$ cat src/rtl/sbfr_pkg.sv
// ----------------------------------------------------------------------------
// sbfr_pkg
// Shared constants and types for the serial bus frame receiver.
// ----------------------------------------------------------------------------
package sbfr_pkg;

  localparam int FRAME_BYTES = 25;
  localparam int LAST_POS    = FRAME_BYTES - 1;
  localparam int POS_W       = $clog2(FRAME_BYTES);
  localparam int KEPT_BYTES  = 6;
  localparam int KEPT_W      = $clog2(KEPT_BYTES);
  localparam int CHAN_W      = 11;

  localparam logic [7:0] START_BYTE     = 8'h0F;
  localparam logic [7:0] FOOTER_ZERO    = 8'h00;
  localparam logic [3:0] FOOTER_NIBBLE  = 4'h4;

  typedef logic [KEPT_BYTES-1:0][7:0] kept_bytes_t;

  typedef struct packed {
    logic footer_next;  // the next accepted byte closes the frame
    logic frame_ok;     // a good footer is being accepted this cycle
  } fr_status_t;

endpackage

$ cat src/rtl/sbfr_framer.sv
// ----------------------------------------------------------------------------
// sbfr_framer
// Tracks the frame position, keeps frame bytes 1 to 6 and checks the footer.
// ----------------------------------------------------------------------------
module sbfr_framer
  import sbfr_pkg::*;
(
  input  logic        clk,
  input  logic        rst,
  input  logic        accept,
  input  logic [7:0]  rx_byte,
  output kept_bytes_t kept,
  output fr_status_t  status
);

  logic             in_frame;
  logic [POS_W-1:0] byte_position;
  kept_bytes_t      channel_bytes;
  logic             at_footer;
  logic             footer_good;

  assign at_footer   = in_frame && (byte_position == POS_W'(LAST_POS - 1));
  assign footer_good = (rx_byte == FOOTER_ZERO) || (rx_byte[3:0] == FOOTER_NIBBLE);

  assign status.footer_next = at_footer;
  assign status.frame_ok    = accept && at_footer && footer_good;
  assign kept               = channel_bytes;

  always_ff @(posedge clk) begin
    if (rst) begin
      in_frame      <= 1'b0;
      byte_position <= '0;
    end else if (accept) begin
      if (!in_frame) begin
        if (rx_byte == START_BYTE) begin
          in_frame      <= 1'b1;
          byte_position <= '0;
        end
      end else if (at_footer) begin
        in_frame <= 1'b0;
      end else begin
        byte_position <= byte_position + POS_W'(1);
      end
    end
  end

  // The byte after position p is frame byte p+1; only frame bytes 1 to 6 are kept.
  always_ff @(posedge clk) begin
    if (accept && in_frame && (byte_position < POS_W'(KEPT_BYTES))) begin
      channel_bytes[byte_position[KEPT_W-1:0]] <= rx_byte;
    end
  end

endmodule

$ cat src/rtl/sbfr_unpack.sv
// ----------------------------------------------------------------------------
// sbfr_unpack
// Unpacks four 11-bit channels from the kept bytes into the result register.
// ----------------------------------------------------------------------------
module sbfr_unpack
  import sbfr_pkg::*;
(
  input  logic              clk,
  input  logic              rst,
  input  logic              load,
  input  kept_bytes_t       kept,
  input  logic              out_stall,
  output logic              out_valid,
  output logic [CHAN_W-1:0] channel_one,
  output logic [CHAN_W-1:0] channel_two,
  output logic [CHAN_W-1:0] channel_three,
  output logic [CHAN_W-1:0] channel_four
);

  logic [CHAN_W-1:0] ch1_next;
  logic [CHAN_W-1:0] ch2_next;
  logic [CHAN_W-1:0] ch3_next;
  logic [CHAN_W-1:0] ch4_next;

  // Channels are packed little-endian starting at frame byte 1 (kept[0]).
  assign ch1_next = {kept[1][2:0], kept[0]};
  assign ch2_next = {kept[2][5:0], kept[1][7:3]};
  assign ch3_next = {kept[4][0], kept[3], kept[2][7:6]};
  assign ch4_next = {kept[5][3:0], kept[4][7:1]};

  always_ff @(posedge clk) begin
    if (rst) begin
      out_valid <= 1'b0;
    end else if (load) begin
      out_valid <= 1'b1;
    end else if (!out_stall) begin
      out_valid <= 1'b0;
    end
  end

  always_ff @(posedge clk) begin
    if (load) begin
      channel_one   <= ch1_next;
      channel_two   <= ch2_next;
      channel_three <= ch3_next;
      channel_four  <= ch4_next;
    end
  end

endmodule

$ cat src/rtl/sbus_frame_receiver.sv
// ----------------------------------------------------------------------------
// sbus_frame_receiver
// Decodes serial bus frames byte by byte and reports the first four channels.
// ----------------------------------------------------------------------------
//
//   channel   valid       stall       payload
//   -------   ---------   ---------   ------------------------------------------
//   input     in_valid    in_stall    rx_byte
//   output    out_valid   out_stall   channel_one .. channel_four
//
// One byte is accepted every unstalled cycle; a result is registered when its
// footer byte is accepted. Reset clears the frame tracking and the result
// valid; no clearing pass is needed. While a result waits on out_stall, bytes
// keep flowing, and only a footer byte is held off until the result is taken.
// ----------------------------------------------------------------------------
module sbus_frame_receiver
  import sbfr_pkg::*;
(
  input  logic              clk,
  input  logic              rst,
  input  logic              in_valid,
  output logic              in_stall,
  input  logic [7:0]        rx_byte,
  output logic              out_valid,
  input  logic              out_stall,
  output logic [CHAN_W-1:0] channel_one,
  output logic [CHAN_W-1:0] channel_two,
  output logic [CHAN_W-1:0] channel_three,
  output logic [CHAN_W-1:0] channel_four
);

  fr_status_t  status;
  kept_bytes_t kept;
  logic        accept;

  assign in_stall = status.footer_next && out_valid && out_stall;
  assign accept   = in_valid && !in_stall;

  sbfr_framer u_framer (
    .clk     (clk),
    .rst     (rst),
    .accept  (accept),
    .rx_byte (rx_byte),
    .kept    (kept),
    .status  (status)
  );

  sbfr_unpack u_unpack (
    .clk           (clk),
    .rst           (rst),
    .load          (status.frame_ok),
    .kept          (kept),
    .out_stall     (out_stall),
    .out_valid     (out_valid),
    .channel_one   (channel_one),
    .channel_two   (channel_two),
    .channel_three (channel_three),
    .channel_four  (channel_four)
  );

endmodule

$ cat config.mk
export PLATFORM = sky130hd
export DESIGN_NAME = sbus_frame_receiver
export DESIGN_NICKNAME = d
export VERILOG_FILES = /design/src/rtl/sbfr_pkg.sv /design/src/rtl/sbfr_framer.sv /design/src/rtl/sbfr_unpack.sv /design/src/rtl/sbus_frame_receiver.sv
export SDC_FILE = /design/constraint.sdc
export NUM_CORES = 1
export LEC_CHECK = 0
export BUFFER_PORTS_ARGS = -buffer_cell sky130_fd_sc_hd__buf_4
export CAP_MARGIN = 20
export CELL_PAD_IN_SITES_DETAIL_PLACEMENT = 1
export CELL_PAD_IN_SITES_GLOBAL_PLACEMENT = 1
export CORE_MARGIN = 1.5
export CORE_UTILIZATION = 45
export DETAILED_ROUTE_END_ITERATION = 10
export HOLD_SLACK_MARGIN = 0.08
export PLACE_DENSITY_LB_ADDON = 0.1
export SYNTH_ARGS = -nofsm -noshare
export SYNTH_HDL_FRONTEND = slang
export SYNTH_SLANG_ARGS = --single-unit
export TNS_END_PERCENT = 30
$ cat constraint.sdc
create_clock -name clk -period 6.9 [get_ports clk]
set_input_delay 2.07 -clock clk [delete_from_list [all_inputs] [get_ports clk]]
set_output_delay 2.07 -clock clk [all_outputs]
set_load 0.05 [all_outputs]
# Yosys cells after proc, flatten, opt, wreduce, memory -nomap -nowiden
# Cells that the tools add are included.
[op_classes]
n_mux = 11
add_sub_neg = 1
n_reduce_logical = 14
eq_ne = 5
n_lt_le_gt_ge = 3
[ops]
columns = ["cell", "n"]
rows = [
  ["$bwmux W48", 1],
  ["$demux W8 S3", 1],
  ["$mux W5", 3],
  ["$logic_and A1 B1 Y1", 9],
  ["$eq A8 B4 Y1 const B", 1],
  ["$logic_not A8 Y1", 1],
  ["$mux W8", 1],
  ["$add A5 B1 Y5 const B", 1],
  ["$eq A5 B5 Y1 const B", 1],
  ["$lt A5 B3 Y1 const B", 1],
  ["$mux W1", 5],
  ["$eq A4 B3 Y1 const B", 1],
  ["$lt A3 B4 Y1 const B", 1],
  ["$ge A3 B1 Y1 const B", 1],
  ["$reduce_and A3 Y1", 1],
  ["$ne A2 B1 Y1 const B", 1],
  ["$ne A2 B2 Y1 const B", 1],
  ["$reduce_bool A2 Y1", 1],
  ["$logic_not A1 Y1", 1],
  ["$logic_or A1 B1 Y1", 1],
]
[word_totals]
register_bits = 99
in_bits = 12

# Depth between registers and ports, before layout
# Gate-level depths: netlist of the first run.
[logic_depth]
ltp_word = 9
mapped_depth = 5

# Cells and area by module
# From an unflattened synthesis of the first run, not the netlist that was laid out.
[unflattened]
hier_cells = 156
hier_area_um2 = 3260.6
[modules_own_cells]
columns = ["mod", "instances", "cells_per_inst", "area_each_um2"]
rows = [
  ["sbfr_framer", 1, 107, 1890.6],
  ["sbfr_unpack", 1, 47, 1350.0],
  ["sbus_frame_receiver", 1, 2, 20.0],
]

# Least setup slack after synthesis of the first run
# OpenSTA, ideal clock, no wires.
[synth_timing]
path_kind = "in2out"
from = "input port out_stall"
to = "output port in_stall"
arrival_time_ns = 2.849
setup_slack_ns = 1.981
cell_stages = 2
path_cell_list = "nand2_1 > nor2_1"
[synth_between]
elab_chain_len = 1
[synth_lines]
columns = ["element", "line_no", "text"]
rows = [
  ["from (decl)", "sbus_frame_receiver.sv:25", "input logic out_stall,"],
  ["$logic_and A1 B1 Y1", "sbus_frame_receiver.sv:36", "assign in_stall = status.footer_next && out_valid && out_stall;"],
  ["to (decl)", "sbus_frame_receiver.sv:22", "output logic in_stall,"],
]
# No other way between the ends.

# Worst setup path in the final report of the first run
# Ends and elaborated chain as after synthesis.

==> impl_metrics.ini, run 1 <==
[status]
outcome = completed

[route]
routed_wl_um = 5665
drt_pass1_iterations = 4
vias = 1557
drc = 0
drt_iter0_drc = 23
final_antenna_net_count = 0
wire_per_inst_um = 18.82
vias_per_cell = 5.173

[sta]
worstMarginPinSlew_ps = 963.9
finalSetupViolCount = 0
fin_setup_tns_ps = 0
rsz0062_at_grt = no
timing.slew.headroom_pct = 35.50
skew_ps = 11.84
hold_viol = 0
finalMaxSlewViolations = 0
clock.fmax_ghz = 0.2160
post-route-min-period_ps = 4630
final.setup.worst_slack_ps = 2270
timing.final.crit_share_pct = 67.10

[synth]
seq_area_frac_synth_pct = 89.21
syn_inst = 148
yosysWarnings = 0
syn_avg_cell_area_um2 = 21.08
synth_edf_count = 88
async_flop_share_pct = 0
synth.cell_area_mm2 = 0.003119
syn_nets = 161
ys.flop_type = edfxtp_1
ys_ff_latch = 95
netlist-cell-type-count = 28

[power_and_ir_drop]
p_int_mw = 0.8324
powerDensity_mw_per_mm2 = 265.8
leakage_nw = 1.331
irDropWorstVdd_v = 0.0001365
pwr-share-comb_pct = 1.3
switchingPower_mw = 0.1978
seqPwrFrac_pct = 60.5
p_clk_share_pct = 38.2
switching_share_pct = 19.20

[placed_design]
placed_cell_area_mm2 = 0.003657
place_hpwl_um = 3880
preCtsSetupSlack_ps = 2260
routabilityCongestion = 0.8725
portBuffers = 57

[min_path]
hp-class = reg2reg

[finish]
antenna_cells = 0
fillCellCount = 607
layout_commonest_cell = edfxtp_1
fin_area_mm2 = 0.003875
final_cell_mix = edfxtp_1 (88), buf_4 (60), clkbuf_8 (9)
final_nets = 230
drive_gt1_share_pct = 37.56
area_delta_synth_final_pct = 24.23
utilization_pct = 57.35

[global_routing]
grt_pass1_wl_um = 8549
grt_max_degree = 30
grt_overflow = 0
grt_pass1_vias = 1597
antenna_found_initial = 0
grt_util_all_layers_pct = 16.22

[die]
core_area_mm2 = 0.006756
die_height_um = 86.26
start_util_pct = 46.17
ioPinCount = 58
fp.dieW_um = 86.26
die-area_mm2 = 0.007440
rows = 30

[worst_setup_path]
arrival_ps = 2560
cp.required_ps = 4830
critPathMaxFanout = 4
startpoint_type = input pin
worst_path_max_delay_cell = buf_4
path_buf_inv = 2
crit_family = buffers and inverters
path_cells = buf_4, nand2_1, nor2_1, buf_4
critPathMaxStageDelay_ps = 200
path_class = in2out
endpoint_kind = primary output
crit_top_cell = buf_4

[clock_tree]
cts_hold_buffers = 0
clk_pin_slew_ps = 90
cts_tree = yes
cts_setup_buffers = 0
cts-resized-gates = 0
cts_max_level = 3
cts_sinks = 95
cts_root_buf = clkbuf_8
cts_buffers = 9
cts_max_path_buffers = 2
clkLatencyLatePin_ps = 360

[flow_run]
maxCapViolCount = 0
[logic make-up (layout without fill, tap and decap cells)]
logic type / Yosys count / count (layout) / share of synthesized area (%)
fa+ha+maj: 1 / 1 / 0.4011
flops: 95 / 95 / 89.21
simple gates: 36 / 36 / 7.100
compound gates: 12 / 12 / 2.647
buf+inv: 4 / 77 / 0.6418
[stage by stage]
step           power, mW  cells  hold slack [ps]
2_1_floorplan     0.6387    148            400.3
3_3_place_gp      0.6487    286            403.2
3_5_place_dp      0.6496    286            405.2
4_1_cts            1.038    301            424.1
5_1_grt            1.057    301            430.0
6_report           1.030    301            419.0
[final timing paths]
path | from | end | slack [ps] | cells after the start
max | out_stall | in_stall | 2270 | 4
min | u_framer.kept[38] | u_unpack.channel_four[5] | 420 | 0
max reg2reg | u_framer.byte_position[1] | u_unpack.channel_three[3] | 3990 | 6
min reg2reg | u_framer.kept[38] | u_unpack.channel_four[5] | 420 | 0
[final cells by class]
type	instances	area (µm²)	area share (%)
timing repair buffer	60	450.4	11.62
sequential	95	2783	71.81
tap	80	100.1	2.583
inverter	2	7.507	0.1937
clock buffer	9	123.9	3.197
multi-input combinational	49	316.6	8.169
clock inverter	6	93.84	2.422
[power groups by stage]
| stage | Combinational (mW) | Sequential [mW] | Clock, mW |
|---|---|---|---|
| global route | 0.0144 | 0.623 | 0.420 |
| CTS | 0.0136 | 0.623 | 0.401 |
| global placement | 0.0127 | 0.636 | 0 |
| floorplan | 0.00242 | 0.636 | 0 |
| finish | 0.0133 | 0.623 | 0.394 |
| detailed placement | 0.0135 | 0.636 | 0 |
[sequential cells by signal, indices dropped and copies added, names as in the netlist]
name	count
u_framer.byte_position	5
u_framer.in_frame	1
u_framer.kept	44
u_unpack.channel_four	11
u_unpack.channel_one	11
u_unpack.channel_three	11
u_unpack.channel_two	11
u_unpack.out_valid	1
[Yosys cell counts (all sizes together) (2+ instances only)]
cell	instances	area, µm²
or4	2	15.01
nand2	7	26.28
nand2b	3	18.77
dfxtp	7	140.1
inv	2	7.510
o31ai	3	22.52
a21oi	6	37.54
a31o	2	17.52
or3	2	18.77
nor2	7	26.28
nor4	3	33.78
nor4b	2	17.52
nor3	2	10.01
edfxtp	88	2643
nand4	2	12.51
[routing by layer]
layer / routed length, µm / GRT usage (%) / vias up
met2: 2853 / 26.84 / 49
met1: 2465 / 19.32 / 784
met5: 0 / 0 / -
met3: 294 / 6.571 / 4
li1: - / - / 720
met4: 51 / 5.865 / 0
Note: power is estimated with default switching activity, not from simulation.
==> inputs of run 2 (changes only) <==
clock period = 4.6 ns   (was 6.9 ns; I/O delays follow)
==> run 2 against run 1 <==
Die area unchanged. Sequential cell count unchanged. Clock power increased by 64%. Combinational power increased by 50%. Critical path type unchanged. Non-clock buffer count unchanged.
==> impl_metrics.ini, run 2 (synthesis gave the netlist of run 1 again) <==
[worst_setup_path]
path_cells = buf_4, nand2_1, nor2_1, buf_4
cp.required_ps = 3220
arrival_ps = 1900
r2r_cells = 6
worst_path_max_delay_cell = buf_4
startpoint_type = input pin
endpoint_kind = primary output
critPathMaxFanout = 4
crit_top_cell = buf_4
critPathMaxStageDelay_ps = 200
path_class = in2out

[clock_tree]
cts_root_buf = clkbuf_8
cts_buffers = 9
clkLatencyLatePin_ps = 350
cts-resized-gates = 0
cts_hold_buffers = 0
cts_tree = yes
clk_pin_slew_ps = 90
cts_max_level = 3
cts_sinks = 95
cts_setup_buffers = 0
cts_max_path_buffers = 2

[power_and_ir_drop]
powerDensity_mw_per_mm2 = 408.9
pwr-share-comb_pct = 1.3
leakage_nw = 1.344
seqPwrFrac_pct = 58.4
switchingPower_mw = 0.2964
p_clk_share_pct = 40.4
irDropWorstVdd_v = 0.0001868
switching_share_pct = 18.53
p_int_mw = 1.303

[route]
drt_iter0_drc = 63
routed_wl_um = 5873
wire_per_inst_um = 19.45
vias_per_cell = 5.245
final_antenna_net_count = 0
vias = 1584
drt_pass1_iterations = 5
drc = 0

[die]
start_util_pct = 46.17
core_area_mm2 = 0.006756
die-area_mm2 = 0.007440
die_height_um = 86.26
fp.dieW_um = 86.26
rows = 30
ioPinCount = 58

[sta]
worstMarginPinSlew_ps = 991.2
skew_ps = 9.049
post-route-min-period_ps = 3280
fin_setup_tns_ps = 0
rsz0062_at_grt = no
final.setup.worst_slack_ps = 1320
clock.fmax_ghz = 0.3048
finalMaxSlewViolations = 0
hold_viol = 0
timing.slew.headroom_pct = 33.67
finalSetupViolCount = 0
timing.final.crit_share_pct = 71.31

[finish]
drive_gt1_share_pct = 37.84
final_cell_mix = edfxtp_1 (88), buf_4 (59), clkbuf_8 (9)
multi_input_area_um2 = 316.6
final_nets = 230
largest_reg_flops = 44
area_delta_synth_final_pct = 25.43
final-seq-area_mm2 = 0.002783
layout_commonest_cell = edfxtp_1
fillCellCount = 619
antenna_cells = 0

[status]
outcome = completed

[placed_design]
place_hpwl_um = 4029
portBuffers = 57
routabilityCongestion = 0.8587
preCtsSetupSlack_ps = 1176

[min_path]
hp-class = reg2reg
hold_depth = 0

[global_routing]
grt_pass1_vias = 1691
grt_max_degree = 30
grt_util_all_layers_pct = 17.54
grt_pass1_wl_um = 9239
antenna_found_initial = 0
grt_overflow = 0

[flow_run]
maxCapViolCount = 0
[run 2: cell count changes in the layout (fill, tap and decap cells not counted), sizes merged]
cell	previous run	this run
clkinv	2	1
bufinv	2	3
clkinvlp	1	2
[run 2: final timing paths]
kind                              from                        to  slack [ps]
max reg2reg  u_framer.byte_position[1]  u_unpack.channel_four[9]        1880
min                   u_framer.kept[7]   u_unpack.channel_one[7]         420
max                          out_stall                  in_stall        1320
min reg2reg           u_framer.kept[7]   u_unpack.channel_one[7]         420
[run 2: final cells by class]
| type | count | share of cell area, % |
|---|---|---|
| Clock inverter | 7 | 3.038 |
| Inverter | 2 | 0.1919 |
| Multi-Input combinational cell | 49 | 8.091 |
| Tap cell | 80 | 2.558 |
| Clock buffer | 9 | 3.166 |
| Sequential cell | 95 | 71.12 |
| Timing Repair Buffer | 60 | 11.83 |
[run 2: critical path, delay by kind of cell]
kind	cells	cell delay (ps)
buffers and inverters	2	280
AND/OR/NAND/NOR	2	240
[run 2: per-layer routing]
layer	routed length (µm)	up-vias	share of wire, %	track usage (%)
met5	0	-	0	0
met4	70	0	1.2	6.598
met3	330	7	5.6	6.095
met2	3035	51	52	28.63
met1	2436	804	41	21.85
li1	-	722	-	-
[run 2: stage by stage]
| step | util, % | power [mW] | std cells | hold slack [ps] | instance area, µm² |
|---|---|---|---|---|---|
| floorplan | - | 0.9580 | 148 | 400.3 | 3119 |
| global placement | 54.31 | 0.9729 | 286 | 401.8 | 3670 |
| detailed placement | 54.31 | 0.9742 | 286 | 405.7 | 3670 |
| CTS | 57.91 | 1.609 | 302 | 422.6 | 3913 |
| global route | 57.91 | 1.643 | 302 | 432.1 | 3913 |
| finish | 57.91 | 1.600 | 302 | 417.4 | 3913 |
[run 2: power groups by stage]
stage / registers (mW) / logic (mW) / clock network (mW)
final: 0.934 / 0.0200 / 0.646
after global routing: 0.934 / 0.0218 / 0.686
after CTS: 0.934 / 0.0202 / 0.655
after detailed placement: 0.954 / 0.0201 / 0
after global placement: 0.954 / 0.0188 / 0
after floorplan: 0.954 / 0.00364 / 0
==> inputs of run 3 (changes only) <==
ABC_AREA = 1   (was unset)
CORE_UTILIZATION = 41   (was 45)
clock period = 2.9 ns   (was 4.6 ns; I/O delays follow)
==> run 3 against run 2 <==
Sequential power is 58% higher. Cell count is 17% higher. Highest routed layer unchanged. Sequential cell count stayed put. Critical endpoint unchanged. Synthesized cell count is 19% higher. Synthesized area is 2.4% higher.
==> impl_metrics.ini, run 3 <==
[route]
drt_pass1_iterations = 4
vias_per_cell = 4.619
routed_wl_um = 5638
vias = 1635
wire_per_inst_um = 15.93
final_antenna_net_count = 0
drc = 0
drt_iter0_drc = 70

[power_and_ir_drop]
p_clk_share_pct = 37.3
powerDensity_mw_per_mm2 = 600.9
seqPwrFrac_pct = 61.3
switching_share_pct = 20.81
switchingPower_mw = 0.5026
irDropWorstVdd_v = 0.0002705
pwr-share-comb_pct = 1.4
p_int_mw = 1.913
leakage_nw = 1.424

[clock_tree]
cts_buffers = 9
cts_tree = yes
cts_max_path_buffers = 2
cts_max_level = 3
clkLatencyLatePin_ps = 350
cts_setup_buffers = 0
clk_pin_slew_ps = 100
cts_sinks = 95
cts-resized-gates = 0
cts_root_buf = clkbuf_8
cts_hold_buffers = 0

[finish]
layout_commonest_cell = edfxtp_1
drive_gt1_share_pct = 35.69
fillCellCount = 715
fin_area_mm2 = 0.004020
largest_reg_flops = 44
final_nets = 263
final_cells = 354
area_delta_synth_final_pct = 25.90
antenna_cells = 0
final_cell_mix = edfxtp_1 (88), buf_4 (63), nand2_1 (22), inv_1 (12)

[placed_design]
place_inst = 338
portBuffers = 57
place_hpwl_um = 3728
routabilityCongestion = 0.7800
placed_cell_area_mm2 = 0.003810

[die]
rows = 31
fp.dieW_um = 91.25
core_area_mm2 = 0.007408
die-area_mm2 = 0.008327
ioPinCount = 58
start_util_pct = 43.10
die_height_um = 91.25

[sta]
worstMarginPinSlew_ps = 392.4
post-route-min-period_ps = 2612
fin_setup_tns_ps = 0
timing.final.crit_share_pct = 90.08
finalMaxSlewViolations = 0
skew_ps = 11.17
timing.slew.headroom_pct = 73.80
finalSetupViolCount = 0
holdWs_ps = 416.4
clock.fmax_ghz = 0.3828
hold_viol = 0
rsz0062_at_grt = no

[synth]
yosysTopAreaCell = edfxtp_1
synth_top_family_by_area = simple AND/OR/NAND/NOR gates
synth.cell_area_mm2 = 0.003193
syn_nets = 189
yosysWarnings = 0
muxShareOfSynthArea_pct = 0
synth_fa_ha_area_share_pct = 0.3918
seq_area_frac_synth_pct = 87.15
synth_xor_area_share_pct = 0.2743
synth.most_common_cell = edfxtp_1
ys.flop_type = edfxtp_1
synth_top_area_share_pct = 82.76
syn_inst = 176
yosys.area_share.simple_pct = 8.777
synth_compound_area_share_pct = 1.646
syn_avg_cell_area_um2 = 18.14
synth_edf_count = 88
ys_ff_latch = 95
synth_common_cells = edfxtp_1 (88), nand2_1 (22), inv_1 (12), nor2_1 (10), nand3_1 (8)
synth.area.top_cells = edfxtp_1 (83%), dfxtp_1 (4.4%), nand2_1 (2.6%)
async_flop_share_pct = 0
netlist-cell-type-count = 21

[min_path]
hp-class = reg2reg

[worst_setup_path]
startpoint_type = register
critPathMaxFanout = 7
arrival_ps = 1740
cp.required_ps = 2030
endpoint_kind = primary output
path_class = reg2out

[global_routing]
grt_pass1_wl_um = 8983
grt_overflow = 0
grt_pass1_vias = 1636
grt_max_degree = 45
antenna_found_initial = 0
grt_util_all_layers_pct = 14.94

[status]
outcome = completed

[flow_run]
maxCapViolCount = 0
==> run 3: cell count changes after synthesis, sizes merged, moves of 3 or more <==
cell    delta
nand2b     -3
nand2     +18
nor4       -3
inv       +11
nor2       +6
nor3       +5
o31ai      -3
nand3      +9
==> run 3: through the flow <==
step,setup slack (ps),power (mW),utilization (%)
after global routing,109.3,2.503,54.26
after global placement,620.1,1.547,51.43
after floorplan,116.5,1.522,-
after detailed placement,591.1,1.548,51.43
after CTS,248.4,2.447,54.26
final,287.7,2.416,54.26
==> run 3: power groups by stage <==
stage | logic [mW] | clock network [mW] | registers (mW)
3_3_place_gp | 0.0331 | 0 | 1.51
3_5_place_dp | 0.0343 | 0 | 1.51
5_1_grt | 0.0378 | 0.983 | 1.48
6_report | 0.0334 | 0.900 | 1.48
2_1_floorplan | 0.00786 | 0 | 1.51
4_1_cts | 0.0345 | 0.930 | 1.48
==> run 3: metal layers <==
layer	track usage, %	routed length, µm	vias to the layer above
met2	23.38	2731	44
met3	5.109	278	8
li1	-	-	791
met5	0	0	-
met4	6.771	101	0
met1	18.76	2528	792
==> run 3: worst paths after layout <==
kind | slack, ps | cells after the start | to | start
max | 290 | 6 | in_stall | u_framer.byte_position[1]
min | 420 | 0 | u_unpack.channel_two[1] | u_framer.kept[12]
max reg2reg | 1010 | 6 | u_unpack.channel_three[8] | u_framer.byte_position[1]
min reg2reg | 420 | 0 | u_unpack.channel_two[1] | u_framer.kept[12]
==> run 3: final cells by class <==
cell class / instances / area [µm²] / share of cell area [%]
Clock buffer: 9 / 123.9 / 3.081
Sequential cell: 95 / 2783 / 69.22
Clock inverter: 7 / 86.33 / 2.148
Timing Repair Buffer: 64 / 493.0 / 12.26
Tap cell: 99 / 123.9 / 3.081
Inverter: 13 / 48.80 / 1.214
Multi-Input combinational cell: 67 / 361.6 / 8.995
==> run 3: cell families after synthesis <==
logic type / count (synthesis)
buf+inv: 14
xor+xnor: 1
flops: 95
simple gates: 57
fa+ha+maj: 1
compound gates: 8
==> run 3: critical path, stage by stage (launching register included) <==
cell     delay, ps
dfxtp_1        460
ha_1           290
nand3_2        110
nor2_4         180
nand2_2         90
inv_1           70
buf_4          190
